### src/design/dmwbc_ram.sv
// Generic simple dual-port RAM with one write port and one registered read port.
module dmwbc_ram #(
    parameter int WIDTH = 8,
    parameter int DEPTH = 64
) (
    input  logic                     aclk,
    input  logic                     wr_en,
    input  logic [$clog2(DEPTH)-1:0] wr_addr,
    input  logic [WIDTH-1:0]         wr_data,
    input  logic [$clog2(DEPTH)-1:0] rd_addr,
    output logic [WIDTH-1:0]         rd_data
);

    logic [WIDTH-1:0] mem [DEPTH];
    logic [WIDTH-1:0] rd_data_reg;

    always_ff @(posedge aclk) begin
        if (wr_en) begin
            mem[wr_addr] <= wr_data;
        end
        rd_data_reg <= mem[rd_addr];
    end

    assign rd_data = rd_data_reg;

endmodule
### config.mk
export PLATFORM = sky130hd
export DESIGN_NAME = dmwbc_ram
export DESIGN_NICKNAME = d
export VERILOG_FILES = /design/src/design/dmwbc_ram.sv
export SDC_FILE = /design/constraint.sdc
export NUM_CORES = 1
export LEC_CHECK = 0
export BUFFER_PORTS_ARGS = -buffer_cell sky130_fd_sc_hd__buf_4
export CORE_UTILIZATION = 55
export CTS_BUF_LIST = sky130_fd_sc_hd__clkbuf_4 sky130_fd_sc_hd__clkbuf_8
export CTS_CLUSTER_SIZE = 25
export DETAILED_ROUTE_END_ITERATION = 8
export PLACE_DENSITY = 0.71
export SLEW_MARGIN = 20
export SYNTH_ARGS = -nofsm -noshare
export SYNTH_HDL_FRONTEND = slang
export SYNTH_SLANG_ARGS = --single-unit
### constraint.sdc
create_clock -name aclk -period 2.2 [get_ports aclk]
set_input_delay 0.22 -clock aclk [delete_from_list [all_inputs] [get_ports aclk]]
set_output_delay 0.22 -clock aclk [all_outputs]
set_load 0.05 [all_outputs]
Word level (Yosys, flattened, before mapping)
Memories as Yosys holds them, arrays and structs flattened. A register that Yosys moved wholly into a read port is not among the register bits.
Cells that the tools add are included.

cells by class
  muxes and demuxes = 2

operators with widths
  kind     count
  $mux W1  2

storage, ports and cells
  flip-flop bits (word level) = 0
  RAM bits = 512
  input port bits = 22
  output and inout port bits = 8
  word-level logic and storage cells = 3
  memories kept = 1

memories
  name  depth  width  read ports  clocked after Yosys merged registers in  wr ports  RTL line  text
  mem   64     8      1           1                                        1         14        logic [WIDTH-1:0] mem [DEPTH];

Logic depth before layout (Yosys ltp)
Gate-level depths: netlist of the first run.

  word-level depth = 2
  depth in mapped cells = 9
  depth with buffers taken out = 5

Worst setup path after synthesis of the first run
Ideal clock, no wire load.

  kind = input to register
  from = input rd_addr[1]
  to = register rd_data_reg[3] (netlist: rd_data[3]), read port of mem
  library setup time = 128 ps
  data arrival time = 1760 ps
  required time = 2072 ps
  setup slack = 312 ps
  stages = 7
  path buffers = 3
  cell sequence = buf_4 > buf_2 > buf_2 > mux4_2 > mux4_2 > o21ai_1 > o41ai_1

RTL lines
  what             RTL line  text
  start, declared  10        input logic [$clog2(DEPTH)-1:0] rd_addr,
  end, declared    15        logic [WIDTH-1:0] rd_data_reg;

==> flow_summary.toml, run 1 <==
[outcome]
status = "finished clean"

[logic_synthesis]
synth.yosys.seq_area_share_pct = 77.0
yosysTopAreaCell = "edfxtp_1"
synth-main-ff-cell = "edfxtp_1"
ys_seq_elements = 520
synth_cell_type_count = 40
synth_top_area_share_pct = 76.2
synth.top_cells.by_area = "edfxtp_1 76%, mux4_2 14%, nor2_1 1.5%"
yosysWarnings = 0
syn_inst = 940
synth_area_sq_um = 20200
synth-edff-count = 512
ys_top_cells_by_count = "512 x edfxtp_1, 126 x mux4_2, 83 x nor2_1"
syn_area_per_cell_sq_um = 21.5
synth.most_common_cell = "edfxtp_1"
syn-num-nets = 962
synthArstFlopShare_pct = 0

[global_routing]
overflow = 0
antenna_found_initial = 1
grt_pass1_vias = 10292
grt_usage_pct = 24.0
grt_pass1_wl_um = 64900
grt_max_degree = 65

[placement]
io_buffers = 29
postPlaceCellArea_sq_um = 21700
dp_cells = 1497
gp_congestion = 0.847
dp_hpwl_um = 26900

[worst_setup_path]
setup.worst_path.start_class = "flop"
crit_fanout = 1
regToRegStartpoint = "mem[7][0]"
rrSetupSlack_ns = 0.22
timing.rr.end = "rd_data[0]"
crit_type = "reg2reg"
worstPathRequired_ns = 2.70
ff2ff_path_depth = 5
cp.arrival_ns = 2.48
crit_path_end_kind = "flop"

[pwr]
leakage_nw = 7.59
ir_drop_mv = 0.534
powerDensity_nw_per_um2 = 862

[clocking]
htree_levels = 3
cts_tree = "built"
clock-sinks = 520
cts_buffer_depth = 3
clkTransAtPathRegs_ns = 0.06
post-cts-setup-buffer-count = 0
cts_root_buf = "clkbuf_8"
clock_latency_ns = 0.63
cts_buffers = 81

[sta]
worst_slew_pin_slew_ns = 0.730
timing.final.crit_period_ns = 1.98
final_max_slew_viol_count = 0
setup_viol = 0
clock_skew_ns = 0.0294
slew_headroom_pct = 51.4
period_share_pct = 90.2
max_freq_mhz = 504
hold_viol = 0
rsz0062_at_grt = "no"

[drt]
wire_per_inst_um = 26.2
top_layer_used = "met4"
met3WireLength_um = 3450
met2_length_um = 20600
vias_per_cell = 6.14
dr.pass1.iters = 5
finalWirelength_um = 42800
route.detailed.drc = 0
drtIter0Drc = 958
met1Wirelength_um = 17700
vias = 10053
ant_nets = 0

[worst_hold_path]
worst_hold_startpoint = "rd_addr[4]"
min_delay_worst_endpoint = "rd_data[0]"
hold_path.class = "in2reg"
min_delay_path_depth = 3

[cells_and_area]
drive_gt1_share_pct = 35.4
nets = 1142
nFillCells = 2331
seq_area_sq_um = 15500
fin_cells = 1638
area_growth_pct = 15.3
num_antenna_cells = 0
multiInputGateArea_sq_um = 4320
final_area_sq_um = 23300
largest_reg_flops = 512

[flow_run]
drv_cap = 0

[die]
dieArea_sq_um = 37400
start_util_pct = 56.3
coreArea_sq_um = 35800
io_pins = 30
core.rowCount = 69
die_w_um = 193
die-height_um = 193
worst max path at each step:
stage | startpoint | to | cells past startpoint | slack [ns]
after global placement | rd_addr[0] | rd_data[0] | 7 | -0.16
after floorplan | rd_addr[1] | rd_data[3] | 7 | 0.31
after CTS | mem[29][4] | rd_data[4] | 5 | 0.24
after global routing | mem[29][4] | rd_data[4] | 5 | 0.16
final | mem[7][0] | rd_data[0] | 5 | 0.22
after detailed placement | rd_addr[0] | rd_data[0] | 7 | -0.19
cell usage in the layout (no fill, tap or decap), types with 10 or more instances in the layout:
cell type	instances
clkbuf_8	87
edfxtp_1	512
buf_12	10
nor2b_1	14
clkbuf_4	27
mux2i_1	23
nand2_1	19
mux4_2	126
nand3_1	13
nor2_1	83
mux2_2	13
buf_4	136
clkinv_1	11
timing repair:
action / 4_1_cts / 5_1_grt
hold buffers: 1 / 0
endpoints found under the hold margin: 7 / 0
gates resized for setup: 0 / 0
through the flow:
stage	total power [mW]	setup slack, ns	hold WS (ns)	utilization (%)	TNS (ns)
after floorplan	11.8	0.312	0.319	-	0
after global placement	12.3	-0.161	0.579	60.5	-0.677
after detailed placement	12.4	-0.187	0.588	60.5	-0.919
after CTS	20.2	0.237	0.0546	64.9	0
after global routing	20.7	0.159	0.0919	64.9	0
final	20.0	0.216	0.0913	64.9	0
per-layer routing:
layer | vias to the layer above | GRT usage (%)
met3 | 73 | 4.86
li1 | 4302 | -
met5 | - | 0
met1 | 5210 | 33.9
met2 | 468 | 37.5
met4 | 0 | 8.77
power by group:
part,internal [mW],total [mW],switching (mW)
sequential,11.0,11.0,0.0355
combinational,0.454,1.13,0.679
clock,4.31,7.90,3.59
cells by family after synthesis:
group           Yosys count  share of synthesized area, %
flops                   520                          77.0
mux                     162                          15.9
buf+inv                  51                          1.57
simple gates            153                          3.39
compound gates           54                          2.07
layout make-up:
| class | instances | area share (%) |
|---|---|---|
| flip-flops and latches | 520 | 66.8 |
| multi-input cells | 369 | 18.6 |
| clock buffers | 113 | 5.96 |
| repair buffers | 148 | 5.35 |
| well taps | 461 | 2.48 |
| clock inverters | 27 | 0.834 |
worst max-delay path, cell delays in order, from the launching register on:
cell	delay, ns
edfxtp_1	0.36
mux4_2	0.50
mux4_2	0.49
nor2_1	0.25
nor3_1	0.11
o2bb2ai_1	0.14
(Power assumes the default switching activity.)
==> run 2, diff against run 1 <==
==> constraint.sdc (replaced) <==
create_clock -name aclk -period 1.89 [get_ports aclk]
set_input_delay 0.189 -clock aclk [delete_from_list [all_inputs] [get_ports aclk]]
set_output_delay 0.189 -clock aclk [all_outputs]
set_load 0.05 [all_outputs]
==> flow_summary.toml, run 2 (synthesized netlist as in run 1, its figures left out) <==
[outcome]
status = "finished with violations"
violations = "negative setup slack"

[die]
io_pins = 30
dieArea_sq_um = 37400
start_util_pct = 56.3
coreArea_sq_um = 35800
die-height_um = 193
die_w_um = 193
core.rowCount = 69

[cells_and_area]
multiInputGateArea_sq_um = 4380
nets = 1160
num_antenna_cells = 0
fin_cells = 1661
mostFrequentLayoutCell = "edfxtp_1"
nFillCells = 2295
largest_reg_flops = 512
layout_common_cells = "512 x edfxtp_1, 152 x buf_4, 126 x mux4_2, 93 x clkbuf_8, 80 x nor2_1"
drive_gt1_share_pct = 36.9
area_growth_pct = 16.5
seq_area_sq_um = 15500
final_util_pct = 65.6

[flow_run]
drv_cap = 0

[sta]
period_share_pct = 101
holdWs_ns = 0.0193
timing.final.crit_period_ns = 1.91
fin_ws_ns = -0.0210
worst_slew_pin_slew_ns = 0.735
setup_viol = 1
slew_headroom_pct = 51.0
hold_viol = 0
final_max_slew_viol_count = 0
max_freq_mhz = 523
clock_skew_ns = 0.0257
rsz0062_at_grt = "yes"

[drt]
vias_per_cell = 6.15
wire_per_inst_um = 26.4
finalWirelength_um = 43800
vias = 10216
ant_nets = 0
dr.pass1.iters = 5
met3WireLength_um = 3450
met1Wirelength_um = 18400
met2_length_um = 21100
route.detailed.drc = 0
drtIter0Drc = 1058
top_layer_used = "met4"

[worst_setup_path]
crit_type = "reg2reg"
critPathSlowestCell = "mux4_2"
worstPathRequired_ns = 2.39
worstPathCellList = "mux4_2 > mux2_4 > o221a_4 > nor3_2 > buf_4 > o32ai_2"
cp_num_buf_inv = 1
cp_top_family = "multiplexers"
crit_path_end_kind = "flop"
max_stage_delay_ns = 0.48
setup.worst_path.start_class = "flop"
cp.depth = 6
crit_fanout = 1
cp.arrival_ns = 2.42
ff2ff_path_depth = 6

[clocking]
htree_levels = 3
cts_buffer_depth = 3
clkTransAtPathRegs_ns = 0.06
cts_tree = "built"
cts_buffers = 80
clock_latency_ns = 0.63
clock-sinks = 520
cts_root_buf = "clkbuf_8"
post-cts-setup-buffer-count = 0

[placement]
io_buffers = 29
gp_congestion = 0.829
dp_hpwl_um = 27800
dp_cells = 1515

[global_routing]
grt_usage_pct = 24.5
antenna_found_initial = 0
grt_max_degree = 65
grt_pass1_wl_um = 66100
grt_pass1_vias = 10372
overflow = 0

[pwr]
powerDensity_nw_per_um2 = 993
p_total_mw = 23.3
leakage_nw = 7.72
ir_drop_mv = 0.583

[worst_hold_path]
min_delay_path_depth = 1
hold_path.class = "in2reg"
run 2: path summary, 6_finish.rpt:
check                           startpoint    endpoint  slack [ns]
worst max register to register  mem[29][6]  rd_data[6]       -0.02
worst min register to register  mem[22][1]  rd_data[1]        0.83
worst max-delay path            mem[29][6]  rd_data[6]       -0.02
worst min-delay path            wr_data[0]  mem[10][0]        0.02
run 2: final cells by class:
class	instances	area share [%]
Clock buffer	108	5.90
Clock inverter	36	0.836
Multi-Input combinational cell	369	18.7
Sequential cell	520	66.1
Tap cell	461	2.46
Timing Repair Buffer	167	6.02
run 2: report_power, final:
group | switching (mW) | internal, mW
clock | 4.21 | 4.91
combinational | 0.822 | 0.570
sequential | 0.0420 | 12.8
total | 5.07 | 18.2
run 2: worst register-to-register path, delay by kind of cell (launching register included):
kind | cells | cell delay (ns)
muxes | 2 | 0.77
buffers and inverters | 1 | 0.15
and+or+nand+nor | 1 | 0.17
DFF | 1 | 0.36
AOI/OAI and AO/OA | 2 | 0.35
run 2: per-stage QoR:
stage               worst slack (ns)  TNS (ns)  instance area, sq um
floorplan                     0.0333         0                 20200
global placement              -0.452     -2.97                 21800
detailed placement            -0.485     -3.23                 21800
CTS                          -0.0206   -0.0206                 23500
global route                 -0.0523   -0.0687                 23500
finish                       -0.0210   -0.0210                 23500
run 2: repair_timing:
action,CTS,global route
gates resized for setup,9,8
hold buffers,2,0
setup endpoints to repair,6,8
endpoints found under the hold margin,7,0
pin swaps,1,1
run 2: layer usage:
layer,vias to the layer above,global-route usage [%]
met1,5350,36.0
met3,62,4.01
met5,-,0
met4,0,8.56
met2,461,37.8
li1,4343,-
